File: src/hdl/rc4_candidate_key_check_assert.svh
// ----------------------------------------------------------------------------
// RC4 candidate key check: assertion macros
// Shared concurrent assertion forms; clock is clk, reset is rst_n.
// ----------------------------------------------------------------------------
`ifndef RC4_CANDIDATE_KEY_CHECK_ASSERT_SVH
`define RC4_CANDIDATE_KEY_CHECK_ASSERT_SVH

// Same-cycle implication, disabled during reset
`define RC4CKC_ASSERT_IMPL(label, ante, cons, msg) \
    label: assert property (@(posedge clk) disable iff (!rst_n) (ante) |-> (cons)) \
        else $error(msg);

// Next-cycle implication, disabled during reset
`define RC4CKC_ASSERT_NEXT(label, ante, cons, msg) \
    label: assert property (@(posedge clk) disable iff (!rst_n) (ante) |=> (cons)) \
        else $error(msg);

`endif

File: src/hdl/rc4ckc_pkg.sv
// ----------------------------------------------------------------------------
// rc4ckc_pkg
// Constants, command and status types shared by the RC4 key check block.
// ----------------------------------------------------------------------------
`timescale 1ns / 1ps
`default_nettype none

package rc4ckc_pkg;

    // Sizing
    localparam int CHECK_BYTES      = 6;
    localparam int KEY_BUFFER_BYTES = 32;
    localparam int IV_BYTES         = 3;
    localparam int SECRET_MAX       = KEY_BUFFER_BYTES - IV_BYTES;
    localparam int CARRIED_EXPECT   = 6;

    localparam int LEN_W     = 5;
    localparam int KEY_IDX_W = $clog2(KEY_BUFFER_BYTES);
    localparam int CHK_W     = (CHECK_BYTES > 1) ? $clog2(CHECK_BYTES) : 1;

    // Field widths
    localparam int IV_W     = 24;
    localparam int PART_W   = 64;
    localparam int PART3_W  = 40;
    localparam int EXPECT_W = 48;

    // Configuration port
    localparam int PADDR_W = 3;
    localparam int PDATA_W = 32;
    localparam logic [PADDR_W-3:0] REG_SECRET_KEY_LENGTH = '0;
    localparam logic [LEN_W-1:0]   LEN_RESET             = LEN_W'(5);

    // Datapath operations, one per controller step
    typedef enum logic [3:0] {
        OP_IDLE,
        OP_LOAD,
        OP_INIT,
        OP_KRI,
        OP_KRJ,
        OP_KWI,
        OP_KFLUSH,
        OP_PRA,
        OP_PRB,
        OP_PWA,
        OP_PRK,
        OP_PCMP
    } dp_op_t;

    typedef struct packed {
        dp_op_t op;
    } dp_cmd_t;

    typedef struct packed {
        logic idx_last;    // table index at 255
        logic check_last;  // last keystream byte under compare
    } dp_status_t;

endpackage

`default_nettype wire

File: src/hdl/rc4ckc_ctrl.sv
// ----------------------------------------------------------------------------
// rc4ckc_ctrl
// Sequencer: table fill, key schedule, keystream compare, result strobe.
// ----------------------------------------------------------------------------
`timescale 1ns / 1ps
`default_nettype none
`include "rc4_candidate_key_check_assert.svh"

module rc4ckc_ctrl (
    input  wire logic                   clk,
    input  wire logic                   rst_n,
    input  wire logic                   start,
    input  wire rc4ckc_pkg::dp_status_t status,
    output rc4ckc_pkg::dp_cmd_t         cmd,
    output logic                        busy,
    output logic                        done
);

    typedef enum logic [11:0] {
        ST_IDLE   = 12'b0000_0000_0001,
        ST_INIT   = 12'b0000_0000_0010,
        ST_KRI    = 12'b0000_0000_0100,
        ST_KRJ    = 12'b0000_0000_1000,
        ST_KWI    = 12'b0000_0001_0000,
        ST_KFLUSH = 12'b0000_0010_0000,
        ST_PRA    = 12'b0000_0100_0000,
        ST_PRB    = 12'b0000_1000_0000,
        ST_PWA    = 12'b0001_0000_0000,
        ST_PRK    = 12'b0010_0000_0000,
        ST_PCMP   = 12'b0100_0000_0000,
        ST_DONE   = 12'b1000_0000_0000
    } state_t;

    state_t state_reg;
    state_t state_next;

    // State register
    always_ff @(posedge clk or negedge rst_n)
    begin
        if (!rst_n)
        begin
            state_reg <= ST_IDLE;
        end
        else
        begin
            state_reg <= state_next;
        end
    end

    // Next state and datapath command
    always_comb
    begin
        state_next = state_reg;
        cmd.op     = rc4ckc_pkg::OP_IDLE;
        unique case (state_reg)
            ST_IDLE:
            begin
                if (start)
                begin
                    cmd.op     = rc4ckc_pkg::OP_LOAD;
                    state_next = ST_INIT;
                end
            end
            ST_INIT:
            begin
                cmd.op = rc4ckc_pkg::OP_INIT;
                if (status.idx_last)
                begin
                    state_next = ST_KRI;
                end
            end
            ST_KRI:
            begin
                cmd.op     = rc4ckc_pkg::OP_KRI;
                state_next = ST_KRJ;
            end
            ST_KRJ:
            begin
                cmd.op     = rc4ckc_pkg::OP_KRJ;
                state_next = ST_KWI;
            end
            ST_KWI:
            begin
                cmd.op     = rc4ckc_pkg::OP_KWI;
                state_next = status.idx_last ? ST_KFLUSH : ST_KRI;
            end
            ST_KFLUSH:
            begin
                cmd.op     = rc4ckc_pkg::OP_KFLUSH;
                state_next = ST_PRA;
            end
            ST_PRA:
            begin
                cmd.op     = rc4ckc_pkg::OP_PRA;
                state_next = ST_PRB;
            end
            ST_PRB:
            begin
                cmd.op     = rc4ckc_pkg::OP_PRB;
                state_next = ST_PWA;
            end
            ST_PWA:
            begin
                cmd.op     = rc4ckc_pkg::OP_PWA;
                state_next = ST_PRK;
            end
            ST_PRK:
            begin
                cmd.op     = rc4ckc_pkg::OP_PRK;
                state_next = ST_PCMP;
            end
            ST_PCMP:
            begin
                cmd.op     = rc4ckc_pkg::OP_PCMP;
                state_next = status.check_last ? ST_DONE : ST_PRA;
            end
            ST_DONE:
            begin
                state_next = ST_IDLE;
            end
            default:
            begin
                state_next = ST_IDLE;
            end
        endcase
    end

    assign busy = (state_reg != ST_IDLE);
    assign done = (state_reg == ST_DONE);

    // Checks
    `RC4CKC_ASSERT_NEXT(a_accept_busy, start && !busy, busy,
        "accepted item did not raise busy")
    `RC4CKC_ASSERT_NEXT(a_done_single, done, !done && !busy,
        "result strobe longer than one cycle")
    `RC4CKC_ASSERT_IMPL(a_done_after_cmp, $rose(done), $past(state_reg == ST_PCMP),
        "result strobe without a finished compare")

endmodule

`default_nettype wire

File: src/hdl/rc4ckc_datapath.sv
// ----------------------------------------------------------------------------
// rc4ckc_datapath
// Permutation RAM, key and expected-byte buffers, index registers, compare.
// ----------------------------------------------------------------------------
`timescale 1ns / 1ps
`default_nettype none
`include "rc4_candidate_key_check_assert.svh"

module rc4ckc_datapath (
    input  wire logic                                 clk,
    input  wire logic                                 rst_n,
    input  wire rc4ckc_pkg::dp_cmd_t                  cmd,
    output rc4ckc_pkg::dp_status_t                    status,
    input  wire logic [rc4ckc_pkg::LEN_W-1:0]         secret_key_length,
    input  wire logic [rc4ckc_pkg::IV_W-1:0]          iv_bytes,
    input  wire logic [rc4ckc_pkg::PART_W-1:0]        key_part0,
    input  wire logic [rc4ckc_pkg::PART_W-1:0]        key_part1,
    input  wire logic [rc4ckc_pkg::PART_W-1:0]        key_part2,
    input  wire logic [rc4ckc_pkg::PART3_W-1:0]       key_part3,
    input  wire logic [rc4ckc_pkg::EXPECT_W-1:0]      expected_stream,
    output logic                                      key_matches
);

    // Permutation RAM, registered read with write bypass
    logic [7:0] perm_mem [256];
    logic       mem_we;
    logic [7:0] mem_waddr;
    logic [7:0] mem_wdata;
    logic [7:0] mem_raddr;
    logic [7:0] rd_data_reg;

    // Buffers loaded at accept
    logic [7:0] key_reg [rc4ckc_pkg::KEY_BUFFER_BYTES];
    logic [7:0] key_next [rc4ckc_pkg::KEY_BUFFER_BYTES];
    logic [7:0] exp_reg [rc4ckc_pkg::CHECK_BYTES];
    logic [7:0] exp_next [rc4ckc_pkg::CHECK_BYTES];
    logic [rc4ckc_pkg::KEY_IDX_W-1:0] key_last_reg;
    logic [rc4ckc_pkg::KEY_IDX_W-1:0] key_last_next;
    logic [rc4ckc_pkg::LEN_W-1:0]     secret_len;

    // Index and swap registers
    logic [7:0]                       i_reg, i_next;
    logic [7:0]                       j_reg, j_next;
    logic [7:0]                       sa_reg, sa_next;
    logic [7:0]                       sb_reg, sb_next;
    logic [rc4ckc_pkg::KEY_IDX_W-1:0] kidx_reg, kidx_next;
    logic [rc4ckc_pkg::CHK_W-1:0]     chk_reg, chk_next;
    logic                             match_reg, match_next;

    logic [7:0] key_byte;
    logic [7:0] j_sum;
    logic [7:0] b_sum;
    logic [7:0] out_idx;

    // Key buffer: IV bytes then secret bytes
    always_comb
    begin
        for (int k = 0; k < rc4ckc_pkg::KEY_BUFFER_BYTES; k++)
        begin
            if (k < rc4ckc_pkg::IV_BYTES)
            begin
                key_next[k] = iv_bytes[8*k +: 8];
            end
            else if (k - rc4ckc_pkg::IV_BYTES < 8)
            begin
                key_next[k] = key_part0[8*((k - rc4ckc_pkg::IV_BYTES) % 8) +: 8];
            end
            else if (k - rc4ckc_pkg::IV_BYTES < 16)
            begin
                key_next[k] = key_part1[8*((k - rc4ckc_pkg::IV_BYTES) % 8) +: 8];
            end
            else if (k - rc4ckc_pkg::IV_BYTES < 24)
            begin
                key_next[k] = key_part2[8*((k - rc4ckc_pkg::IV_BYTES) % 8) +: 8];
            end
            else
            begin
                key_next[k] = key_part3[8*((k - rc4ckc_pkg::IV_BYTES) % 8) +: 8];
            end
        end
    end

    // Expected bytes, zero past the carried ones
    always_comb
    begin
        for (int k = 0; k < rc4ckc_pkg::CHECK_BYTES; k++)
        begin
            if (k < rc4ckc_pkg::CARRIED_EXPECT)
            begin
                exp_next[k] = expected_stream[8*k +: 8];
            end
            else
            begin
                exp_next[k] = 8'h00;
            end
        end
    end

    // Saturated key length, kept as index of the last key byte
    always_comb
    begin
        if (secret_key_length == '0)
        begin
            secret_len = rc4ckc_pkg::LEN_W'(1);
        end
        else if (secret_key_length > rc4ckc_pkg::LEN_W'(rc4ckc_pkg::SECRET_MAX))
        begin
            secret_len = rc4ckc_pkg::LEN_W'(rc4ckc_pkg::SECRET_MAX);
        end
        else
        begin
            secret_len = secret_key_length;
        end
        key_last_next = rc4ckc_pkg::KEY_IDX_W'(secret_len)
                      + rc4ckc_pkg::KEY_IDX_W'(rc4ckc_pkg::IV_BYTES - 1);
    end

    assign key_byte = key_reg[kidx_reg];
    assign j_sum    = j_reg + rd_data_reg + key_byte;
    assign b_sum    = j_reg + rd_data_reg;
    assign out_idx  = sa_reg + sb_reg;

    // Step decode
    always_comb
    begin
        i_next     = i_reg;
        j_next     = j_reg;
        sa_next    = sa_reg;
        sb_next    = sb_reg;
        kidx_next  = kidx_reg;
        chk_next   = chk_reg;
        match_next = match_reg;
        mem_we     = 1'b0;
        mem_waddr  = i_reg;
        mem_wdata  = i_reg;
        mem_raddr  = i_reg;
        unique case (cmd.op)
            rc4ckc_pkg::OP_IDLE:
            begin
            end
            rc4ckc_pkg::OP_LOAD:
            begin
                i_next     = 8'h00;
                j_next     = 8'h00;
                kidx_next  = '0;
                chk_next   = '0;
                match_next = 1'b1;
            end
            rc4ckc_pkg::OP_INIT:
            begin
                // identity fill
                mem_we = 1'b1;
                i_next = i_reg + 8'h01;
            end
            rc4ckc_pkg::OP_KRI:
            begin
                // read S[i]; finish previous swap with S[j] = old S[i]
                mem_we    = (i_reg != 8'h00);
                mem_waddr = j_reg;
                mem_wdata = sa_reg;
            end
            rc4ckc_pkg::OP_KRJ:
            begin
                sa_next   = rd_data_reg;
                j_next    = j_sum;
                mem_raddr = j_sum;
                kidx_next = (kidx_reg == key_last_reg) ? '0
                          : kidx_reg + rc4ckc_pkg::KEY_IDX_W'(1);
            end
            rc4ckc_pkg::OP_KWI:
            begin
                mem_we    = 1'b1;
                mem_wdata = rd_data_reg;
                i_next    = i_reg + 8'h01;
            end
            rc4ckc_pkg::OP_KFLUSH:
            begin
                mem_we    = 1'b1;
                mem_waddr = j_reg;
                mem_wdata = sa_reg;
                i_next    = 8'h00;
                j_next    = 8'h00;
            end
            rc4ckc_pkg::OP_PRA:
            begin
                i_next    = i_reg + 8'h01;
                mem_raddr = i_reg + 8'h01;
            end
            rc4ckc_pkg::OP_PRB:
            begin
                sa_next   = rd_data_reg;
                j_next    = b_sum;
                mem_raddr = b_sum;
            end
            rc4ckc_pkg::OP_PWA:
            begin
                mem_we    = 1'b1;
                mem_wdata = rd_data_reg;
                sb_next   = rd_data_reg;
            end
            rc4ckc_pkg::OP_PRK:
            begin
                // S[b] = old S[a]; output index is the same sum after the swap
                mem_we    = 1'b1;
                mem_waddr = j_reg;
                mem_wdata = sa_reg;
                mem_raddr = out_idx;
            end
            rc4ckc_pkg::OP_PCMP:
            begin
                match_next = match_reg & (rd_data_reg == exp_reg[chk_reg]);
                chk_next   = chk_reg + rc4ckc_pkg::CHK_W'(1);
            end
            default:
            begin
            end
        endcase
    end

    // RAM write port
    always_ff @(posedge clk)
    begin
        if (mem_we)
        begin
            perm_mem[mem_waddr] <= mem_wdata;
        end
    end

    // RAM read port, same-cycle write forwarded
    always_ff @(posedge clk)
    begin
        if (mem_we && (mem_waddr == mem_raddr))
        begin
            rd_data_reg <= mem_wdata;
        end
        else
        begin
            rd_data_reg <= perm_mem[mem_raddr];
        end
    end

    // Control registers
    always_ff @(posedge clk or negedge rst_n)
    begin
        if (!rst_n)
        begin
            i_reg     <= 8'h00;
            j_reg     <= 8'h00;
            kidx_reg  <= '0;
            chk_reg   <= '0;
            match_reg <= 1'b0;
        end
        else
        begin
            i_reg     <= i_next;
            j_reg     <= j_next;
            kidx_reg  <= kidx_next;
            chk_reg   <= chk_next;
            match_reg <= match_next;
        end
    end

    // Payload registers
    always_ff @(posedge clk)
    begin
        sa_reg <= sa_next;
        sb_reg <= sb_next;
        if (cmd.op == rc4ckc_pkg::OP_LOAD)
        begin
            key_reg      <= key_next;
            exp_reg      <= exp_next;
            key_last_reg <= key_last_next;
        end
    end

    assign status.idx_last   = (i_reg == 8'hFF);
    assign status.check_last = (chk_reg == rc4ckc_pkg::CHK_W'(rc4ckc_pkg::CHECK_BYTES - 1));
    assign key_matches       = match_reg;

    // Checks
    `RC4CKC_ASSERT_NEXT(a_load_clears, cmd.op == rc4ckc_pkg::OP_LOAD,
        match_reg && (i_reg == 8'h00) && (kidx_reg == '0),
        "load did not clear the step state")
    `RC4CKC_ASSERT_NEXT(a_ksa_wrap, (cmd.op == rc4ckc_pkg::OP_KWI) && status.idx_last,
        (i_reg == 8'h00) && (cmd.op == rc4ckc_pkg::OP_KFLUSH),
        "key schedule did not end after the last index")
    `RC4CKC_ASSERT_IMPL(a_cmp_in_range, cmd.op == rc4ckc_pkg::OP_PCMP,
        !(chk_reg > rc4ckc_pkg::CHK_W'(rc4ckc_pkg::CHECK_BYTES - 1)),
        "compare past the last keystream byte")

endmodule

`default_nettype wire

File: src/hdl/rc4_candidate_key_check.sv
// ----------------------------------------------------------------------------
// rc4_candidate_key_check
// Tests one RC4 candidate key (IV + secret bytes) against six keystream bytes.
// ----------------------------------------------------------------------------
//  Channel   Handshake                      Payload
//  input     start & !busy                  iv_bytes, key_part0..3, expected_stream
//  result    done (one-cycle strobe)        key_matches
//  config    psel & penable & pwrite        paddr, pwdata (secret_key_length @ 0)
//
//  An item keeps busy high through 256 identity writes, three RAM accesses
//  for each of the 256 schedule swaps, a flush step, five accesses per
//  keystream byte and a result step. The permutation RAM has one read and
//  one write port. A new item is taken the cycle after done.
//  No clearing pass after reset: the table is rebuilt for every item.
//  The result strobe cannot be stalled; key_matches is valid while done is high.
// ----------------------------------------------------------------------------
`timescale 1ns / 1ps
`default_nettype none

module rc4_candidate_key_check (
    input  wire logic                               clk,
    input  wire logic                               rst_n,
    // command
    input  wire logic                               start,
    output logic                                    busy,
    input  wire logic [rc4ckc_pkg::IV_W-1:0]        iv_bytes,
    input  wire logic [rc4ckc_pkg::PART_W-1:0]      key_part0,
    input  wire logic [rc4ckc_pkg::PART_W-1:0]      key_part1,
    input  wire logic [rc4ckc_pkg::PART_W-1:0]      key_part2,
    input  wire logic [rc4ckc_pkg::PART3_W-1:0]     key_part3,
    input  wire logic [rc4ckc_pkg::EXPECT_W-1:0]    expected_stream,
    // result
    output logic                                    done,
    output logic                                    key_matches,
    // configuration
    input  wire logic                               psel,
    input  wire logic                               penable,
    input  wire logic                               pwrite,
    input  wire logic [rc4ckc_pkg::PADDR_W-1:0]     paddr,
    input  wire logic [rc4ckc_pkg::PDATA_W-1:0]     pwdata,
    output logic [rc4ckc_pkg::PDATA_W-1:0]          prdata,
    output logic                                    pready
);

    logic [rc4ckc_pkg::LEN_W-1:0] secret_key_length_reg;
    logic                         cfg_write;
    rc4ckc_pkg::dp_cmd_t          cmd;
    rc4ckc_pkg::dp_status_t       status;

    // Register port
    assign pready    = 1'b1;
    assign cfg_write = psel && penable && pwrite && pready;

    always_ff @(posedge clk or negedge rst_n)
    begin
        if (!rst_n)
        begin
            secret_key_length_reg <= rc4ckc_pkg::LEN_RESET;
        end
        else if (cfg_write &&
                 (paddr[rc4ckc_pkg::PADDR_W-1:2] == rc4ckc_pkg::REG_SECRET_KEY_LENGTH))
        begin
            secret_key_length_reg <= pwdata[rc4ckc_pkg::LEN_W-1:0];
        end
    end

    // Read decode
    always_comb
    begin
        unique case (paddr[rc4ckc_pkg::PADDR_W-1:2])
            rc4ckc_pkg::REG_SECRET_KEY_LENGTH:
                prdata = rc4ckc_pkg::PDATA_W'(secret_key_length_reg);
            default:
                prdata = '0;
        endcase
    end

    rc4ckc_ctrl u_ctrl (
        .clk    (clk),
        .rst_n  (rst_n),
        .start  (start),
        .status (status),
        .cmd    (cmd),
        .busy   (busy),
        .done   (done)
    );

    rc4ckc_datapath u_datapath (
        .clk               (clk),
        .rst_n             (rst_n),
        .cmd               (cmd),
        .status            (status),
        .secret_key_length (secret_key_length_reg),
        .iv_bytes          (iv_bytes),
        .key_part0         (key_part0),
        .key_part1         (key_part1),
        .key_part2         (key_part2),
        .key_part3         (key_part3),
        .expected_stream   (expected_stream),
        .key_matches       (key_matches)
    );

endmodule

`default_nettype wire

File: config.mk
export PLATFORM = sky130hd
export DESIGN_NAME = rc4_candidate_key_check
export DESIGN_NICKNAME = d
export VERILOG_FILES = /design/src/hdl/rc4ckc_pkg.sv /design/src/hdl/rc4ckc_ctrl.sv /design/src/hdl/rc4ckc_datapath.sv /design/src/hdl/rc4_candidate_key_check.sv
export VERILOG_INCLUDE_DIRS = /design/src /design/src/hdl
export SDC_FILE = /design/constraint.sdc
export NUM_CORES = 2
export LEC_CHECK = 0
export BUFFER_PORTS_ARGS = -buffer_cell sky130_fd_sc_hd__buf_2
export CAP_MARGIN = 20
export CORE_MARGIN = 1
export CORE_UTILIZATION = 35
export DETAILED_ROUTE_END_ITERATION = 8
export REMOVE_ABC_BUFFERS = 1
export SYNTH_ARGS = -nofsm -noshare
export SYNTH_HDL_FRONTEND = slang
export SYNTH_HIERARCHICAL = 1
export SYNTH_SLANG_ARGS = --single-unit
export TNS_END_PERCENT = 20
File: constraint.sdc
create_clock -name clk -period 71 [get_ports clk]
set_input_delay 3.55 -clock clk [delete_from_list [all_inputs] [get_ports clk]]
set_output_delay 3.55 -clock clk [all_outputs]
set_load 0.03 [all_outputs]
# After elaboration in Yosys (flattened, before gate mapping)
# Memory sizes are Yosys's and may differ from the RTL's. A register that Yosys moved wholly into a read port is not among the register bits.
# Index checks and enable logic that the tools add are counted.
# word_totals
ff_bits,367
out_inout_bits,36
inputBits,345
wordCells,137
mem_bits_rw,2048
mem_count,1
# op_classes
muxes,28
n_reduce_logical,16
n_bitwise,4
eq_ne,30
order_cmp,3
addsub,7
# mem_list
memory,depth,width,rd,rd_clocked_by_memory_dff,wr,line,text
u_datapath.perm_mem,256,8,1,1,1,rc4ckc_datapath.sv:25,logic [7:0] perm_mem [256];
# ops
cell,n
case mux 12 bit (11 select lines),1
case mux 4 bit (11 select lines),1
binary-select mux 8 bit (select 5 bit),1
two-way mux 8 bit,5
two-way mux 12 bit,3
case mux 8 bit (2 select lines),2
case mux 8 bit (4 select lines),1
adder 8 bit,3
binary-select mux 8 bit (select 3 bit),1
case mux 8 bit (3 select lines),1
two-way mux 5 bit,4
"equality test 4 x 3 -> 1 bit, second input constant",4
"equality test 4 bit, second input constant",4
"equality test 12 x 1 -> 1 bit, second input constant",1
"equality test 12 x 10 -> 1 bit, second input constant",1
"equality test 12 x 11 -> 1 bit, second input constant",1
"equality test 12 bit, second input constant",1
"equality test 12 x 2 -> 1 bit, second input constant",1
"equality test 12 x 3 -> 1 bit, second input constant",1
"equality test 12 x 4 -> 1 bit, second input constant",1
"equality test 12 x 5 -> 1 bit, second input constant",1
"equality test 12 x 6 -> 1 bit, second input constant",1
"equality test 12 x 7 -> 1 bit, second input constant",1
"equality test 12 x 8 -> 1 bit, second input constant",1
35 further kinds,46

# Longest topological paths before layout
# depth
ltp_word,7
ltp_mapped,28
depth_no_buf,22

# Cells and area by module
# The synthesis kept the hierarchy.
# modules_own_cells
module,cells_per_inst,area_per_inst_um2,instances,seq_area_each_um2
rc4ckc_datapath,4732,94998.6,1,72044.1
rc4ckc_ctrl,89,839.6,1,301.5
rc4_candidate_key_check,46,469.2,1,127.6

# Worst setup path before layout
# No wires, ideal clock.
# synth_timing
kind,input -> register
from,input start
to,register u_datapath/kidx_reg[3] (netlist bit)
required_time_ns,70.848
path_stages,8
slack_ns,43.024
n_path_buf,1
arrival_time_ns,27.823
setup_time_ns,0.152
cell_sequence,nand3_1 > nand4b_1 > clkbuf_1 > nand2_1 > nor3_1 > nor2_1 > o21ai_0 > o31ai_1
# synth_lines
element,line,text
"start, declared",rc4_candidate_key_check.sv:24,"input wire logic start,"
"end signal, assigned",rc4ckc_datapath.sv:257,kidx_reg <= kidx_next;
"end, declared",rc4ckc_datapath.sv:46,"logic [rc4ckc_pkg::KEY_IDX_W-1:0] kidx_reg, kidx_next;"

==> results.cfg <==
[clocking]
htree_levels = 4
root_buffer = clkbuf_16
cts_tree = done
post_cts_buffers = 0
numCtsBuffers = 239
clk_latency_ns = 0.89
clockBufferDepth = 3
path_clk_slew_ns = 0.06
cts-resized-gates = 0
postCtsHoldBufs = 0
clock_sinks = 2423

[logic_synthesis]
avgSynthCellArea_sq_um = 19.8
async_flop_share_pct = 1.73
synth_top_family_by_area = multiplexers
synthAdderAreaFrac_pct = 0.426
seq_area_frac_synth_pct = 75.3
yosysWarningCount = 6
synth-seq-cells = 2423
ys_types = 90
synth_compound_area_share_pct = 3.57
synth_edf_count = 2373
synthXorXnorAreaFrac_pct = 0.364
ys.flop_type = edfxtp_1
synth_cells = 4867
synth-simple-area-share_pct = 3.52
syn_area_sq_um = 96300
synthMuxAreaShare_pct = 14.9

[critical_path]
worst_r2r_path_depth = 23
worstSetupEndpointType = flop
worstSetupStartpointType = flop
worstPathArrival_ns = 9.43
path_max_fanout = 82
rrSetupSlack_ns = 62.30
crit_type = flop to flop
crit_required_ns = 71.73

[timing]
finalSetupTns_ns = 0
period_share_pct = 12.3
hold_viol = 0
tightestPinTransition_ns = 1.17
fmax_mhz = 115
relSlewSlack_pct = 20.8
finalSetupViolations = 0
finalCriticalPeriod_ns = 8.70
slew_violations = 0
rsz0062_at_grt = no
skew_ns = 0.0725

[global_routing]
overflow = 0
grt_pass1_vias = 50500
grt_first_pass_wirelength_microns = 371000
track_usage_pct = 18.6
grt_max_degree = 257
antenna_found_initial = 30

[floorplanning]
die_x_microns = 527
coreArea_sq_um = 274000
rows = 192
ios = 381
start_util_pct = 35.2
dieHeight_microns = 527
die-area_sq_um = 277000

[place]
port_buffers = 323
dp.cells = 8614
dp_hpwl_microns = 162000
dpl_cell_area_sq_um = 102000
gp_congestion = 0.854

[cells_and_area]
areaGrowthSynthToFinish_pct = 13.9
final_area_sq_um = 110000
nFillCells = 24200
drive_above_1_share_pct = 25.6
nets = 5648
largest_reg_flops = 2048
stdcell_count = 9076

[drt]
ant_nets = 0
first_iter_violations = 5253
drc_errors = 0
drt_pre_antenna_iters = 8
num_vias = 50300
wire_per_inst_microns = 28.8
drt_wl_total_microns = 261000
vias_per_cell = 5.54

[min_path]
holdCritPathClass = flop to flop
holdPathStages = 2

[job]
cap_viol_max_count = 0

[power]
ir_drop_mv = 0.0298
p_leak_uw = 0.0331
p_per_area_nw_per_um2 = 31.8

[run_status]
status = finished clean
[per-stage QoR]
| step | util (%) | hold WS [ns] | worst slack, ns | total power [uW] |
|---|---|---|---|---|
| finish | 40.1 | 0.568 | 62.30 | 3480 |
| global route | 40.1 | 0.619 | 61.95 | 3590 |
| CTS | 40.0 | 0.559 | 62.22 | 3510 |
| detailed placement | 37.2 | 0.541 | 61.67 | 2270 |
| global placement | 37.2 | 0.544 | 61.83 | 2260 |
| floorplan | - | 0.526 | 36.30 | 2350 |
[layout by cell type (no fill, tap or decap), types with 12 or more instances in the layout]
cell        instances
xnor2_1            24
nand2b_1           18
nor4_1             14
mux2i_1           208
a211oi_1           22
a221oi_1           16
clkinv_2           49
nand2_1           189
bufinv_16          21
a22oi_1            58
xor2_1             16
inv_1              38
ha_1               28
nand3_1            37
o21ai_0            87
o22ai_1            61
conb_1             28
buf_4             109
dfrtp_1            37
nor3_1             30
clkinv_1           46
nor2_1            344
nor2b_1            19
a31oi_1            12
o221ai_1           46
a21oi_1           103
mux2_2             29
mux4_2            526
clkinvlp_4         12
buf_2             323
clkbuf_1           58
edfxtp_1         2373
clkbuf_16         240
[metal layers]
metal  vias to the layer above  GRT usage [%]  share of wire [%]
met3                       453           4.25                9.0
met2                      2445           30.0                 48
met5                         -              0              0.078
met1                     26600           24.4                 39
li1                      20800              -                  -
met4                        32           6.78                3.7
[report_power, final]
group	switching, uW	internal (uW)
clock network	544	701
registers	20.6	1670
logic	345	204
total	909	2570
[worst max-delay path, cell delays in order (launching register included)]
cell	delay, ns
dfxtp_4	0.71
buf_4	0.69
buf_4	0.68
buf_12	0.59
mux4_2	0.65
nand2_1	0.10
a21oi_1	0.10
a2111oi_0	0.83
o2111ai_1	0.53
nand4_2	0.47
inv_1	0.13
ha_1	0.25
fa_1	0.64
ha_1	0.27
a21o_1	0.18
a21oi_1	0.22
o21bai_1	0.09
a21oi_1	0.24
o21bai_1	0.10
a21oi_1	0.22
xnor2_1	0.29
a21boi_0	0.17
o22ai_1	0.17
a21oi_1	0.06
[logic make-up (layout without fill, tap and decap cells)]
group | Yosys count | after routing
adder cells (fa/ha/maj) | 31 | 31
multiplexers | 766 | 766
buffers and inverters | 347 | 931
other | 2 | 38
flip-flops | 2423 | 2423
AND/OR/NAND/NOR | 744 | 744
XOR/XNOR | 40 | 40
AO/OA/AOI/OAI | 514 | 514
[layout make-up]
class                      count  area [sq um]  area share, %
clock buffer                 300          6250           5.70
sequential                  2423         72500           66.1
tap                         3589          4490           4.09
inverter                      41           155          0.141
multi-input combinational   2123         22100           20.2
clock inverter               146          1420           1.29
timing repair buffer         444          2690           2.45
antenna                       10          25.0         0.0228
[worst paths after layout]
path	startpoint	endpoint
setup / recovery	flop	u_datapath/j_reg[7]
hold / removal	u_datapath/key_matches	u_datapath/key_matches
max in group asynchronous	rst_n	u_ctrl/state_reg[0]
hold reg to reg	u_datapath/key_matches	u_datapath/key_matches
setup reg to reg	flop	u_datapath/j_reg[7]
min in group asynchronous	rst_n	secret_key_length_reg[3]
[synth_stat cells (all sizes together) (23+ instances only)]
| cell type | n | area [sq um] |
|---|---|---|
| a21oi | 103 | 515 |
| buf | 196 | 1340 |
| a211oi | 23 | 178 |
| o221ai | 46 | 403 |
| mux4 | 529 | 11900 |
| dfrtp | 39 | 976 |
| ha | 28 | 350 |
| mux2 | 29 | 327 |
| clkbuf | 110 | 413 |
| inv | 41 | 154 |
| o21ai | 98 | 490 |
| nand3 | 37 | 185 |
| nand2 | 192 | 721 |
| nor2 | 344 | 1290 |
| nor3 | 32 | 165 |
| mux2i | 208 | 2080 |
| xnor2 | 24 | 210 |
| edfxtp | 2373 | 71300 |
| o22ai | 61 | 382 |
| a22oi | 58 | 435 |
Power figures use the tool's default switching activity.
